$ cat src/design/wsfr_pkg.sv
// Package for the websocket frame receiver: result kinds, opcodes and
// header constants shared by the result channel interface and the receiver.
// No dependencies.
package wsfr_pkg;

	localparam int MAX_LENGTH_BITS_DEF = 24;

	typedef enum logic [2:0] {
		K_DATA       = 3'd0,
		K_PING       = 3'd1,
		K_EMPTY_PING = 3'd2,
		K_CLOSE      = 3'd3,
		K_OVERSIZE   = 3'd4,
		K_REJECT     = 3'd5
	} kind_t;

	localparam logic [3:0] OP_CONT  = 4'h0;
	localparam logic [3:0] OP_BIN   = 4'h2;
	localparam logic [3:0] OP_CLOSE = 4'h8;
	localparam logic [3:0] OP_PING  = 4'h9;

	localparam logic [6:0] LEN_CODE_16 = 7'd126;
	localparam logic [6:0] LEN_CODE_64 = 7'd127;

	localparam logic [3:0] EXT16_BYTES = 4'd2;
	localparam logic [3:0] EXT64_BYTES = 4'd8;
	localparam logic [3:0] KEY_BYTES   = 4'd4;

endpackage

$ cat src/design/wsfr_byte_if.sv
// Byte channel into the receiver: valid/ready with one stream byte per beat.
// No dependencies.
interface wsfr_byte_if;
	logic       valid;
	logic       ready;
	logic [7:0] rx_byte;

	modport source (output valid, output rx_byte, input ready);
	modport sink (input valid, input rx_byte, output ready);
endinterface

$ cat src/design/wsfr_result_if.sv
// Result channel out of the receiver: valid/ready with one result per beat.
// Depends on wsfr_pkg for the result kind type.
interface wsfr_result_if;
	wsfr_pkg::kind_t kind;
	logic            valid;
	logic            ready;
	logic [7:0]      payload_byte;
	logic            last_of_frame;

	modport source (output valid, output kind, output payload_byte, output last_of_frame,
		input ready);
	modport sink (input valid, input kind, input payload_byte, input last_of_frame,
		output ready);
endinterface

$ cat src/design/websocket_frame_receiver_unit.sv
// WebSocket frame receiver: header parse, length check, unmasking, result kinds.
// A byte accepted into the input register gives its result (if any) in the result register.
// Takes one byte per cycle while the result channel does not stall (result valid, ready low).
// Reset (arst_n low, asynchronous): parser waits for a first header byte, close and
// error flags clear, max_frame_bytes returns to 1 << MAX_LENGTH_BITS.
// Depends on wsfr_pkg, wsfr_byte_if and wsfr_result_if.
module websocket_frame_receiver_unit #(
	parameter int MAX_LENGTH_BITS = wsfr_pkg::MAX_LENGTH_BITS_DEF
) (
	input  logic                       clk,
	input  logic                       arst_n,
	input  logic                       cfg_we,
	input  logic [MAX_LENGTH_BITS:0]   cfg_wdata,
	wsfr_byte_if.sink                  stream,
	wsfr_result_if.source              result
);
	import wsfr_pkg::*;

	localparam int LW = MAX_LENGTH_BITS + 1;

	typedef enum logic [2:0] {
		PH_HDR0    = 3'd0,
		PH_HDR1    = 3'd1,
		PH_EXTLEN  = 3'd2,
		PH_MASKKEY = 3'd3,
		PH_PAYLOAD = 3'd4,
		PH_HALT    = 3'd5
	} phase_t;

	phase_t          phase_q, phase_d;
	logic [3:0]      op_q, op_d;
	logic            mask_q, mask_d;
	logic [LW-1:0]   acc_q, acc_d;
	logic            acc_hi_q, acc_hi_d;
	logic [3:0]      left_q, left_d;
	logic [31:0]     key_q, key_d;
	logic [LW-1:0]   remain_q, remain_d;
	logic [1:0]      pos_q, pos_d;
	logic            closed_q, closed_d;
	logic            failed_q, failed_d;
	logic [LW-1:0]   max_q;

	logic            valid_s1;
	logic [7:0]      byte_s1;
	logic            advance;

	logic            emit;
	kind_t           kind_d;
	logic [7:0]      data_d;
	logic            last_d;
	logic            len_done;
	logic            start_pl;
	logic [6:0]      code;
	logic [7:0]      key_byte;
	logic            pl_last;

	logic            res_valid_q;
	kind_t           res_kind_q;
	logic [7:0]      res_byte_q;
	logic            res_last_q;

	assign advance      = valid_s1 && (!res_valid_q || result.ready);
	assign stream.ready = !valid_s1 || advance;

	assign result.valid         = res_valid_q;
	assign result.kind          = res_kind_q;
	assign result.payload_byte  = res_byte_q;
	assign result.last_of_frame = res_last_q;

	assign code = byte_s1[6:0];

	always_comb begin
		unique case (pos_q)
			2'd0: key_byte = key_q[31:24];
			2'd1: key_byte = key_q[23:16];
			2'd2: key_byte = key_q[15:8];
			2'd3: key_byte = key_q[7:0];
		endcase
	end

	always_comb begin
		phase_d  = phase_q;
		op_d     = op_q;
		mask_d   = mask_q;
		acc_d    = acc_q;
		acc_hi_d = acc_hi_q;
		left_d   = left_q;
		key_d    = key_q;
		remain_d = remain_q;
		pos_d    = pos_q;
		closed_d = closed_q;
		failed_d = failed_q;
		emit     = 1'b0;
		kind_d   = K_DATA;
		data_d   = '0;
		last_d   = 1'b0;
		len_done = 1'b0;
		start_pl = 1'b0;
		pl_last  = 1'b0;

		if (closed_q || failed_q) begin
			emit   = 1'b1;
			kind_d = K_REJECT;
		end else begin
			unique case (phase_q)
				PH_HDR1: begin
					mask_d   = byte_s1[7];
					acc_d    = '0;
					acc_hi_d = 1'b0;
					if (code == LEN_CODE_16) begin
						left_d  = EXT16_BYTES;
						phase_d = PH_EXTLEN;
					end else if (code == LEN_CODE_64) begin
						left_d  = EXT64_BYTES;
						phase_d = PH_EXTLEN;
					end else begin
						acc_d    = {{(LW-7){1'b0}}, code};
						len_done = 1'b1;
					end
				end
				PH_EXTLEN: begin
					acc_d    = {acc_q[LW-9:0], byte_s1};
					acc_hi_d = acc_hi_q | (|acc_q[LW-1:LW-8]);
					left_d   = left_q - 4'd1;
					len_done = (left_q == 4'd1);
				end
				PH_MASKKEY: begin
					key_d    = {key_q[23:0], byte_s1};
					left_d   = left_q - 4'd1;
					start_pl = (left_q == 4'd1);
				end
				PH_PAYLOAD: begin
					pos_d    = pos_q + 2'd1;
					remain_d = remain_q - {{(LW-1){1'b0}}, 1'b1};
					pl_last  = (remain_q == {{(LW-1){1'b0}}, 1'b1});
					if (pl_last) begin
						phase_d = PH_HDR0;
					end
					if (op_q == OP_BIN || op_q == OP_CONT) begin
						emit   = 1'b1;
						kind_d = K_DATA;
						data_d = byte_s1 ^ (mask_q ? key_byte : 8'h00);
						last_d = pl_last;
					end else if (op_q == OP_PING) begin
						emit   = 1'b1;
						kind_d = K_PING;
						data_d = byte_s1 ^ (mask_q ? key_byte : 8'h00);
						last_d = pl_last;
					end else if (op_q == OP_CLOSE && pl_last) begin
						emit     = 1'b1;
						kind_d   = K_CLOSE;
						last_d   = 1'b1;
						closed_d = 1'b1;
						phase_d  = PH_HALT;
					end
				end
				default: begin
					op_d    = byte_s1[3:0];
					phase_d = PH_HDR1;
				end
			endcase

			if (len_done) begin
				if (acc_hi_d || (acc_d > max_q)) begin
					failed_d = 1'b1;
					phase_d  = PH_HALT;
					emit     = 1'b1;
					kind_d   = K_OVERSIZE;
					last_d   = 1'b1;
				end else begin
					remain_d = acc_d;
					if (mask_d) begin
						key_d   = '0;
						left_d  = KEY_BYTES;
						phase_d = PH_MASKKEY;
					end else begin
						start_pl = 1'b1;
					end
				end
			end

			if (start_pl) begin
				pos_d = '0;
				if (remain_d != '0) begin
					phase_d = PH_PAYLOAD;
				end else if (op_q == OP_CLOSE) begin
					closed_d = 1'b1;
					phase_d  = PH_HALT;
					emit     = 1'b1;
					kind_d   = K_CLOSE;
					last_d   = 1'b1;
				end else begin
					phase_d = PH_HDR0;
					if (op_q == OP_PING) begin
						emit   = 1'b1;
						kind_d = K_EMPTY_PING;
						last_d = 1'b1;
					end
				end
			end
		end
	end

	always_ff @(posedge clk or negedge arst_n) begin
		if (!arst_n) begin
			phase_q     <= PH_HDR0;
			op_q        <= '0;
			mask_q      <= 1'b0;
			acc_q       <= '0;
			acc_hi_q    <= 1'b0;
			left_q      <= '0;
			key_q       <= '0;
			remain_q    <= '0;
			pos_q       <= '0;
			closed_q    <= 1'b0;
			failed_q    <= 1'b0;
			max_q       <= {1'b1, {(LW-1){1'b0}}};
			valid_s1    <= 1'b0;
			byte_s1     <= '0;
			res_valid_q <= 1'b0;
			res_kind_q  <= K_DATA;
			res_byte_q  <= '0;
			res_last_q  <= 1'b0;
		end else begin
			if (cfg_we) begin
				max_q <= cfg_wdata;
			end
			if (stream.ready) begin
				valid_s1 <= stream.valid;
				byte_s1  <= stream.rx_byte;
			end
			if (advance) begin
				phase_q     <= phase_d;
				op_q        <= op_d;
				mask_q      <= mask_d;
				acc_q       <= acc_d;
				acc_hi_q    <= acc_hi_d;
				left_q      <= left_d;
				key_q       <= key_d;
				remain_q    <= remain_d;
				pos_q       <= pos_d;
				closed_q    <= closed_d;
				failed_q    <= failed_d;
				res_valid_q <= emit;
				if (emit) begin
					res_kind_q  <= kind_d;
					res_byte_q  <= data_d;
					res_last_q  <= last_d;
				end
			end else if (result.ready) begin
				res_valid_q <= 1'b0;
			end
		end
	end

	a_failed_sticky: assert property (@(posedge clk) disable iff (!arst_n)
		failed_q |=> failed_q)
		else $error("stream error flag cleared");

	a_close_sets_flag: assert property (@(posedge clk) disable iff (!arst_n)
		(res_valid_q && res_kind_q == K_CLOSE) |-> closed_q)
		else $error("close reported without closed flag");

	a_payload_nonempty: assert property (@(posedge clk) disable iff (!arst_n)
		(phase_q == PH_PAYLOAD) |-> (remain_q != '0))
		else $error("payload phase with nothing remaining");

	a_halt_exclusive: assert property (@(posedge clk) disable iff (!arst_n)
		!(closed_q && failed_q))
		else $error("closed and failed both set");

endmodule
$ cat src/flat_wrapper.sv
// flat-port wrapper written by rule: the top's interface ports become plain ports
module websocket_frame_receiver_unit_flat import wsfr_pkg::*;
#(
	parameter int MAX_LENGTH_BITS = wsfr_pkg::MAX_LENGTH_BITS_DEF
)
  (clk, arst_n, cfg_we, cfg_wdata, stream_valid, stream_rx_byte, stream_ready, result_valid, result_kind, result_payload_byte, result_last_of_frame, result_ready);
  wsfr_byte_if stream_i ();
  wsfr_result_if result_i ();
  input  logic clk;
  input  logic arst_n;
  input  logic cfg_we;
  input  logic [MAX_LENGTH_BITS:0] cfg_wdata;
  input wire logic [$bits(stream_i.valid)-1:0] stream_valid;
  input wire logic [$bits(stream_i.rx_byte)-1:0] stream_rx_byte;
  output wire logic [$bits(stream_i.ready)-1:0] stream_ready;
  output wire logic [$bits(result_i.valid)-1:0] result_valid;
  output wire logic [$bits(result_i.kind)-1:0] result_kind;
  output wire logic [$bits(result_i.payload_byte)-1:0] result_payload_byte;
  output wire logic [$bits(result_i.last_of_frame)-1:0] result_last_of_frame;
  input wire logic [$bits(result_i.ready)-1:0] result_ready;
  assign stream_i.valid = stream_valid;
  assign stream_i.rx_byte = stream_rx_byte;
  assign stream_ready = stream_i.ready;
  assign result_valid = result_i.valid;
  assign result_kind = result_i.kind;
  assign result_payload_byte = result_i.payload_byte;
  assign result_last_of_frame = result_i.last_of_frame;
  assign result_i.ready = result_ready;
  websocket_frame_receiver_unit #(.MAX_LENGTH_BITS(MAX_LENGTH_BITS)) u_core (.clk(clk), .arst_n(arst_n), .cfg_we(cfg_we), .cfg_wdata(cfg_wdata), .stream(stream_i), .result(result_i));
endmodule
$ cat config.mk
export PLATFORM = sky130hd
export DESIGN_NAME = websocket_frame_receiver_unit_flat
export DESIGN_NICKNAME = d
export VERILOG_FILES = /design/src/design/wsfr_pkg.sv /design/src/design/wsfr_byte_if.sv /design/src/design/wsfr_result_if.sv /design/src/design/websocket_frame_receiver_unit.sv /design/src/flat_wrapper.sv
export SDC_FILE = /design/constraint.sdc
export NUM_CORES = 1
export LEC_CHECK = 0
export BUFFER_PORTS_ARGS = -buffer_cell sky130_fd_sc_hd__buf_2
export CAP_MARGIN = 20
export CORE_UTILIZATION = 65
export DETAILED_ROUTE_END_ITERATION = 10
export GPL_TIMING_DRIVEN = 0
export PLACE_DENSITY_LB_ADDON = 0.08
export RECOVER_POWER = 100
export REMOVE_ABC_BUFFERS = 1
export SYNTH_ARGS = -nofsm -noshare
export SYNTH_HDL_FRONTEND = slang
export SYNTH_SLANG_ARGS = --single-unit
export TNS_END_PERCENT = 1
$ cat constraint.sdc
create_clock -name clk -period 6.7 [get_ports clk]
set_input_delay 0.67 -clock clk [delete_from_list [all_inputs] [get_ports clk]]
set_output_delay 0.67 -clock clk [all_outputs]
set_load 0.01 [all_outputs]
==> metrics.txt, run 1 <==
Comb pwr share=0.411; DRC=0; final RePlAce weighted congestion=0.916; YS warnings=0; ratio of cells with drive above 1 in the final layout=0.116; sw power=1790 uW; Root Driver=clkbuf_16; Fin. Hold Viols=0; VDD IR-drop max=0.000225 V; vias in the first global route=7493; Clk Latency, worst-skew pair=0.43 ns; Final nets=1049; drt total wl=23800 um; first-pass GRT wire length=38300 um; Clock Power Share=0.242; Cells after Synth=962; die footprint=0.0137 mm2; element type at the critical path end=flop; Lkg Pwr=0.00427 uW; Seq pwr share=0.346; Tot GR Track Use=0.370; max cap viols=3; Max FO, Critical Path=34; largest net degree at the start of global routing=78; pins over their slew limit=199; top cell type's share of synthesized area=0.420; Antenna diodes=0; largest cells by area after synthesis=dfrtp_1 (42%), nand2_1 (6.2%), o21ai_0 (5.0%); Core ar.=0.0128 mm2; Placed Cells incl. Taps=1131; DR vias/cell=6.75; final core utilization=0.751; HP Class=in -> reg; Routed Antenna Nets=0; clock slew seen by the registers of the worst setup and hold paths=0.06 ns; unrepaired setup endpoints after global routing=no; clock sinks=146; synthesized flop and latch total=146; Worst Max-Slew Pin Slew=3.63 ns; total grt overflow=0; Critical Path RT=7.01 ns; crit start category=flop; Synth Flop Type=dfrtp_1; metal2 WL=11600 um; Period minus WS final=6.17 ns; Setup Buffers After CTS=0; run status=finished with violations; Design Area, Final=0.00960 mm2; sequential-to-total area share from yosys stat=0.424; top post-synthesis cells by count=dfrtp_1 (145), nand2_1 (142), o21ai_0 (87); critical path data arrival time=6.48 ns; DR iter-0 viols=998; Yosys cell types=81; CTS Hold Bufs=0; power density cells=438 mW/mm2; CP Class=reg -> reg; failing checks=capacitance limit, slew limit; multi-input logic area=0.00451 mm2; Port Buf Inserts=51; Mapped Area=0.00863 mm2; asr flop ratio synth=1.00; Initial Utilization=0.676; cts bufs inserted=17; leading area contributor after synthesis=dfrtp_1; Chip Width=117 um; io pins=52; Syn-to-layout area delta=11.2%; CTS H-tree depth=4; HPWL after detailed placement=16000 um; Max Root-Sink Buffers=2; Final setup viols=0; drt first pass iters=6; antenna violations before repair=0; most numerous cell in the Yosys netlist=dfrtp_1; post-place instance area=0.00902 mm2; wire per inst=20.5 um; number of synthesized flops with an enable pin=0; syn avg cell area=8.97 um2; clk_skew=0.00927 ns; max_slew headroom=-1.42; # fillers=910; Seq. cell area=0.00366 mm2; final non-filler cell total=1162; sw frac=0.426; Power Internal=2410 uW; Std-Cell Rows=41; Resize count post-CTS=1; CTS tree=yes; wire length on met3=1650 um; FMAX=162 MHz; DR vias=7838; Post-Route M1 WL=9660 um; Final Cycle Share=0.921; top layer in use=met4; Die Height=117 um
==> path summary, 6_finish.rpt <==
| path | startpoint | to | slack, ns | cells after the start |
|---|---|---|---|---|
| hold reg to reg | u_core.closed_q$_DFFE_PN0P_ | u_core.closed_q$_DFFE_PN0P_ | 0.47 | 1 |
| hold / removal | stream_valid | u_core.valid_s1$_DFFE_PN0P_ | 0.43 | 2 |
| min in group asynchronous | arst_n | u_core.key_q[28]$_DFFE_PN0P_ | 1.47 | 1 |
| max in group asynchronous | arst_n | u_core.max_q[9]$_DFFE_PN0P_ | 1.89 | 2 |
| setup reg to reg | u_core.phase_q[1]$_DFFE_PN0P_ | u_core.key_q[21]$_DFFE_PN0P_ | 0.53 | 15 |
| setup / recovery | u_core.phase_q[1]$_DFFE_PN0P_ | u_core.key_q[21]$_DFFE_PN0P_ | 0.53 | 15 |
==> metrics by stage <==
stage	TNS, ns	worst slack (ns)	hold WS [ns]	power, uW
after floorplan	0	0.816	0.374	2510
after global placement	-48.33	-1.51	0.442	2950
after detailed placement	-0.00110	-0.00110	0.453	3130
after CTS	0	0.425	0.265	4170
after global routing	0	0.118	0.429	4450
final	0	0.528	0.429	4200
==> state kept, by name (all words and copies together) (netlist names), 2 cells and up <==
| register | cells |
|---|---|
| u_core.phase_q | 3 |
| u_core.left_q | 4 |
| u_core.key_q | 32 |
| u_core.op_q | 4 |
| u_core.result.kind | 3 |
| u_core.pos_q | 2 |
| u_core.max_q | 25 |
| u_core.remain_q | 25 |
| u_core.result.payload_byte | 8 |
| u_core.acc_q | 25 |
| u_core.byte_s1 | 8 |
==> placed cells by master, fill, tap and decap left out, drive strengths merged, types with 6 or more instances in the layout <==
cell type	Yosys	routed
or4bb	6	6
buf	18	41
mux2	17	17
inv	60	61
dfrtp	145	145
a21o	7	7
or3b	9	9
o22a	6	6
and2	7	7
o2bb2ai	9	9
a222oi	9	9
clkbuf	43	39
xnor2	7	7
a21oi	59	59
a2bb2oi	6	6
ha	33	33
and3	6	6
nor2	38	38
nand2	142	142
xor2	9	9
a22o	35	35
nand2b	7	7
nor2b	8	8
nor4	12	12
o21ai	91	91
o22ai	6	6
nand4	18	18
nor3	17	17
a22oi	19	19
nand3	26	26
nor3b	8	8
o211ai	6	6
==> critical path: stages (launching register included) <==
cell and delay, ns:
dfrtp_1 0.94, buf_16 0.25, clkinv_1 0.30, a22oi_1 0.28, a2bb2oi_1 0.52, inv_1 0.10, ha_1 0.34, nand4_1 0.15
a21oi_1 0.06, o31a_1 0.32, o31ai_1 0.95, nand3_4 0.55, o21ai_2 0.53, o21ai_2 0.25, buf_16 0.23, a22o_1 0.25
==> cell type report <==
type / instances / share of cell area
multi-input combinational: 694 / 0.469
sequential: 146 / 0.381
timing repair buffer: 58 / 0.0390
tap: 172 / 0.0224
clock inverter: 9 / 0.0160
clock buffer: 22 / 0.0484
inverter: 61 / 0.0239
==> power by group through the flow <==
stage | Sequential, uW | Clock [uW] | Combinational, uW
after detailed placement | 1450 | 0 | 1690
after global placement | 1460 | 0 | 1490
final | 1460 | 1020 | 1730
after floorplan | 1390 | 0 | 1120
after global routing | 1490 | 1060 | 1900
after CTS | 1440 | 1020 | 1710
==> kinds of logic after synthesis <==
family,share of synthesized area
multiplexers,0.0245
buffers and inverters,0.0567
AND/OR/NAND/NOR,0.204
flip-flops,0.424
AO/OA/AOI/OAI,0.227
XOR/XNOR,0.0162
adder cells (fa/ha/maj),0.0478
==> per-layer routing <==
metal,global-route usage,vias to the layer above
li1,-,3537
met1,0.462,3812
met2,0.615,405
met3,0.0716,84
met4,0.186,0
met5,0,-
(Power assumes the default switching activity.)
==> run 2, diff against run 1 <==
--- a/config.mk
+++ b/config.mk
@@ -7,7 +7,7 @@
 export LEC_CHECK = 0
 export BUFFER_PORTS_ARGS = -buffer_cell sky130_fd_sc_hd__buf_2
 export CAP_MARGIN = 20
-export CORE_UTILIZATION = 65
+export CORE_UTILIZATION = 50
 export DETAILED_ROUTE_END_ITERATION = 10
 export GPL_TIMING_DRIVEN = 0
 export PLACE_DENSITY_LB_ADDON = 0.08
==> run 2 against run 1 <==
  * The run still ends with capacitance limit, slew limit left
  * Largest power group unchanged
  * Hold slack got worse by 0.0071 ns
  * Die area rose by 29%
  * Critical path type unchanged
  * Combinational power fell by 8%
  * Power fell by 2.8%
==> metrics.txt, run 2 (synthesized netlist as in run 1, its figures left out) <==
unrepaired setup endpoints after global routing=no; VDD IR-drop max=0.000273 V; clock slew seen by the registers of the worst setup and hold paths=0.06 ns; Tot GR Track Use=0.263; Clk Latency, worst-skew pair=0.43 ns; Max stage delay on crit path=0.93 ns; cts bufs inserted=17; CP max stage cell=dfrtp_2; io pins=52; clk_skew=0.00945 ns; Period minus WS final=6.05 ns; max_slew headroom=-1.46; met3 Usage GRT=0.0396; commonest non-fill, non-tap cell in the layout=dfrtp_1; Core ar.=0.0167 mm2; Root Driver=clkbuf_16; gr busiest metal=met2; critical path data arrival time=6.36 ns; post-place instance area=0.00907 mm2; Hold Startpoint=stream_valid; Max Root-Sink Buffers=2; met1 GRT Util=0.355; FF-to-FF setup slack=0.65 ns; final RePlAce weighted congestion=0.844; drt first pass iters=5; most frequent cells in the layout=dfrtp_1 (143), nand2_1 (142), o21ai_0 (88), inv_1 (60), a21oi_1 (58); failing checks=capacitance limit, slew limit; DR vias/cell=5.98; Worst Max-Slew Pin Slew=3.69 ns; worst path cell trace=clkinv_1, a22oi_1, a2bb2oi_1, inv_1, ha_1, nand4_1, nor3_1, nand2_1, or4_1, o31ai_1, a21bo_1, o2111ai_1, o211ai_1, mux2_1; Max FO, Critical Path=55; Std-Cell Rows=47; CP Class=reg -> reg; Placed Cells incl. Taps=1180; Reg-to-Reg End=u_core.result.kind[2]$_DFFE_PN0P_; wire per inst=18.1 um; Final Cycle Share=0.903; DRC=0; run status=finished with violations; Die Height=133 um; worst r2r path cells=14; drt total wl=22000 um; CP endpoint=u_core.result.kind[2]$_DFFE_PN0P_; worst r2r src=u_core.phase_q[1]$_DFFE_PN0P_; final core utilization=0.576; die footprint=0.0178 mm2; Syn-to-layout area delta=11.4%; clock sinks=146; DR vias=7252; Antenna diodes=0; max cap viols=3; HP Class=in -> reg; first-pass GRT wire length=36600 um; ratio of cells with drive above 1 in the final layout=0.117; Final setup viols=0; Resize count post-CTS=0; power density cells=425 mW/mm2; Routed Antenna Nets=0; antenna violations before repair=0; largest net degree at the start of global routing=80; Final nets=1050; Design Area, Final=0.00961 mm2; Fin. Hold Viols=0; crit start category=flop; largest reg by FF count=u_core.key_q; total grt overflow=0; element type at the critical path end=flop; Chip Width=133 um; Final TNS setup=0 ns; FMAX=165 MHz; Lkg Pwr=0.00426 uW; critical path startpoint=u_core.phase_q[1]$_DFFE_PN0P_; pins over their slew limit=199; Critical Path RT=7.01 ns; Initial Utilization=0.517; Setup Buffers After CTS=0; Port Buf Inserts=51; CTS Hold Bufs=0; vias in the first global route=6868; final non-filler cell total=1212; met2 Use GR=0.421; DR iter-0 viols=587; HPWL after detailed placement=15200 um; CTS tree=yes; CTS H-tree depth=4; max FFs per register=32
run 2: cell types whose count changed in the layout (fill, tap and decap cells not counted), sizes merged:
| cell | previous run | this run |
|---|---|---|
| inv | 61 | 63 |
| clkbuf | 39 | 40 |
| bufinv | 4 | 3 |
run 2: area by class of cell:
type                       instances  area (um2)
tap                              220         275
clock inverter                    10         145
inverter                          61         229
sequential                       146        3660
timing repair buffer              59         337
multi-input combinational        694        4490
clock buffer                      22         484
fill                            1543        7090
run 2: worst max-delay path: cells and delay by family, from the launching register on:
family,cells,cell delay (ns)
muxes,1,0.39
buffers and inverters,2,0.63
and+or+nand+nor,4,1.14
adders and majority gates,1,0.31
AOI/OAI and AO/OA,6,2.48
DFF,1,0.93
run 2: worst min path at each step:
stage	end	cells past startpoint
after detailed placement	u_core.closed_q$_DFFE_PN0P_	1
after global routing	u_core.valid_s1$_DFFE_PN0P_	2
after floorplan	u_core.acc_hi_q$_DFFE_PN0P_	0
after global placement	u_core.closed_q$_DFFE_PN0P_	1
final	u_core.valid_s1$_DFFE_PN0P_	2
after CTS	u_core.key_q[20]$_DFFE_PN0P_	1
run 2: stage by stage:
step	hold WS, ns	worst slack [ns]	total power [uW]
after floorplan	0.374	0.816	2510
after global placement	0.441	-1.91	3020
after detailed placement	0.450	0.771	3120
after CTS	0.254	0.739	4140
after global routing	0.415	0.265	4380
final	0.422	0.651	4090
run 2: where the power goes:
group          switching [uW]  internal, uW  total [uW]
logic                     971           630        1600
clock network             385           629        1010
registers                 367          1110        1470
total                    1720          2360        4090
run 2: metal layers:
metal | share of wire | up-vias
met5 | 0 | -
met4 | 0.029 | 0
met3 | 0.038 | 37
met2 | 0.48 | 189
met1 | 0.45 | 3490
li1 | - | 3536
==> run 3, diff against run 2 <==
--- a/config.mk
+++ b/config.mk
@@ -7,12 +7,13 @@
 export LEC_CHECK = 0
 export BUFFER_PORTS_ARGS = -buffer_cell sky130_fd_sc_hd__buf_2
 export CAP_MARGIN = 20
-export CORE_UTILIZATION = 50
+export CORE_UTILIZATION = 59
 export DETAILED_ROUTE_END_ITERATION = 10
 export GPL_TIMING_DRIVEN = 0
 export PLACE_DENSITY_LB_ADDON = 0.08
 export RECOVER_POWER = 100
 export REMOVE_ABC_BUFFERS = 1
+export SETUP_SLACK_MARGIN = 0.02
 export SYNTH_ARGS = -nofsm -noshare
 export SYNTH_HDL_FRONTEND = slang
 export SYNTH_SLANG_ARGS = --single-unit
==> run 3 against run 2 <==
  * The flow still finishes with violations (capacitance limit, slew limit)
  * Clock skew is 0.0012 ns higher
  * Cell count is 3.5% lower
  * Setup slack worse by 0.12 ns
  * Register-to-register slack worse by 0.12 ns
  * Combinational power is 4% higher
  * Power is 1.1% lower
  * Global-route usage is 4.4 points higher
  * Clock-buffer cell count is 2 lower
  * Via count is 2.8% higher
  * Routed wire length hardly changed
  * Die area is 15% lower
  * Critical path type unchanged
==> metrics.txt, run 3 (synthesized netlist as in run 1, its figures left out) <==
run status=finished with violations; failing checks=capacitance limit, slew limit; CTS Hold Bufs=0; Clock Power Share=0.228; DR vias=7456; cts bufs inserted=17; hold depth=2; Initial Utilization=0.612; worst path cell trace=clkinv_1, a22oi_1, a2bb2oi_1, inv_1, ha_1, nand4_1, a21oi_1, o31a_1, o31ai_1, nand3_4, o21ai_2, o21ai_2, buf_8, a22o_1; DRC=0; drt first pass iters=6; Final setup viols=0; Antenna diodes=0; Max FO, Critical Path=34; Period minus WS final=6.16 ns; pins over their slew limit=199; largest net degree at the start of global routing=76; element type at the critical path end=flop; Port Buf Inserts=51; Syn-to-layout area delta=10.6%; max cap viols=3; power density cells=424 mW/mm2; Lkg Pwr=0.00424 uW; multi-input logic area=0.00451 mm2; # fillers=1167; max_slew headroom=-1.64; Crit. path cell count=14; unrepaired setup endpoints after global routing=no; VDD IR-drop max=0.000254 V; critical path's top delay family=compound AO/OA/AOI/OAI gates; vias in the first global route=7091; largest reg by FF count=u_core.key_q; DR vias/cell=6.38; Seq. cell area=0.00366 mm2; Max Root-Sink Buffers=2; most frequent cells in the layout=dfrtp_1 (144), nand2_1 (142), o21ai_0 (88), inv_1 (60), a21oi_1 (58); io pins=52; Critical Path RT=7.01 ns; FMAX=162 MHz; drt total wl=22000 um; Final Cycle Share=0.920; HP Class=in -> reg; clock sinks=146; Std-Cell Rows=43; Final TNS setup=0 ns; antenna violations before repair=0; sw frac=0.428; critical path data arrival time=6.48 ns; Final Total Pwr=4040 uW; top layer in use=met4; CTS H-tree depth=4; CP most frequent cell=o21ai_2; clock slew seen by the registers of the worst setup and hold paths=0.06 ns; Buf/Inv on CP=3; HPWL after detailed placement=15300 um; Tot GR Track Use=0.308; Chip Width=123 um; CP Class=reg -> reg; Die Height=123 um; wire length on met3=1010 um; Clk Latency, worst-skew pair=0.43 ns; Power Internal=2310 uW; metal2 WL=10800 um; DR iter-0 viols=738; commonest non-fill, non-tap cell in the layout=dfrtp_1; Fin. Hold Viols=0; Final nets=1050; ratio of cells with drive above 1 in the final layout=0.116; Root Driver=clkbuf_16; Post-Route M1 WL=9520 um; wire per inst=18.8 um; first-pass GRT wire length=35600 um; Core ar.=0.0141 mm2; total grt overflow=0; Max stage delay on crit path=0.93 ns; Worst Max-Slew Pin Slew=3.96 ns; Comb pwr share=0.412; Routed Antenna Nets=0; max FFs per register=32; Setup Buffers After CTS=0; sw power=1730 uW; CTS tree=yes; die footprint=0.0151 mm2; worst r2r path cells=14; clk_skew=0.0107 ns; CP max stage cell=dfrtp_1; Seq pwr share=0.360; final RePlAce weighted congestion=0.858; crit start category=flop
-- run 3: per-stage QoR --
step | hold slack (ns) | utilization | cells | worst slack, ns | area [um2]
finish | 0.435 | 0.677 | 1169 | 0.535 | 9550
CTS | 0.286 | 0.681 | 1169 | 0.338 | 9590
floorplan | 0.374 | - | 901 | 0.816 | 8370
global placement | 0.442 | 0.628 | 1132 | -1.51 | 8850
global route | 0.437 | 0.677 | 1169 | 0.0806 | 9550
detailed placement | 0.453 | 0.641 | 1140 | -0.0832 | 9030
-- run 3: worst paths after layout --
path	to	startpoint	slack, ns
worst max register to register	u_core.key_q[23]$_DFFE_PN0P_	u_core.phase_q[1]$_DFFE_PN0P_	0.54
min in group asynchronous	u_core.key_q[14]$_DFFE_PN0P_	arst_n	1.60
worst min-delay path	u_core.valid_s1$_DFFE_PN0P_	stream_valid	0.43
worst min register to register	u_core.closed_q$_DFFE_PN0P_	u_core.closed_q$_DFFE_PN0P_	0.47
max in group asynchronous	u_core.max_q[10]$_DFFE_PN0P_	arst_n	1.78
worst max-delay path	u_core.key_q[23]$_DFFE_PN0P_	u_core.phase_q[1]$_DFFE_PN0P_	0.54
-- run 3: routing by layer --
metal	GRT usage	up-vias
met5	0	-
li1	-	3531
met2	0.515	239
met3	0.0544	44
met1	0.388	3642
met4	0.138	0
-- run 3: final cells by class --
class | count | area share
clock buffers | 20 | 0.0468
clock inverters | 9 | 0.0115
inverters | 61 | 0.0240
multi-input cells | 694 | 0.472
flip-flops and latches | 146 | 0.383
well taps | 180 | 0.0236
repair buffers | 59 | 0.0391
-- run 3: power by group through the flow --
stage / Combinational, uW / Clock [uW] / Sequential, uW
2_1_floorplan: 1120 / 0 / 1390
3_3_place_gp: 1490 / 0 / 1470
3_5_place_dp: 1660 / 0 / 1450
4_1_cts: 1660 / 929 / 1440
5_1_grt: 1830 / 970 / 1490
6_report: 1670 / 921 / 1460
-- run 3: timing repair --
| item | 4_1_cts | 5_1_grt |
|---|---|---|
| gates resized for setup | 1 | 1 |
| endpoints found under the hold margin | 0 | 0 |
| endpoints found under the setup margin | 20 | 32 |
| cloned | 0 | 0 |
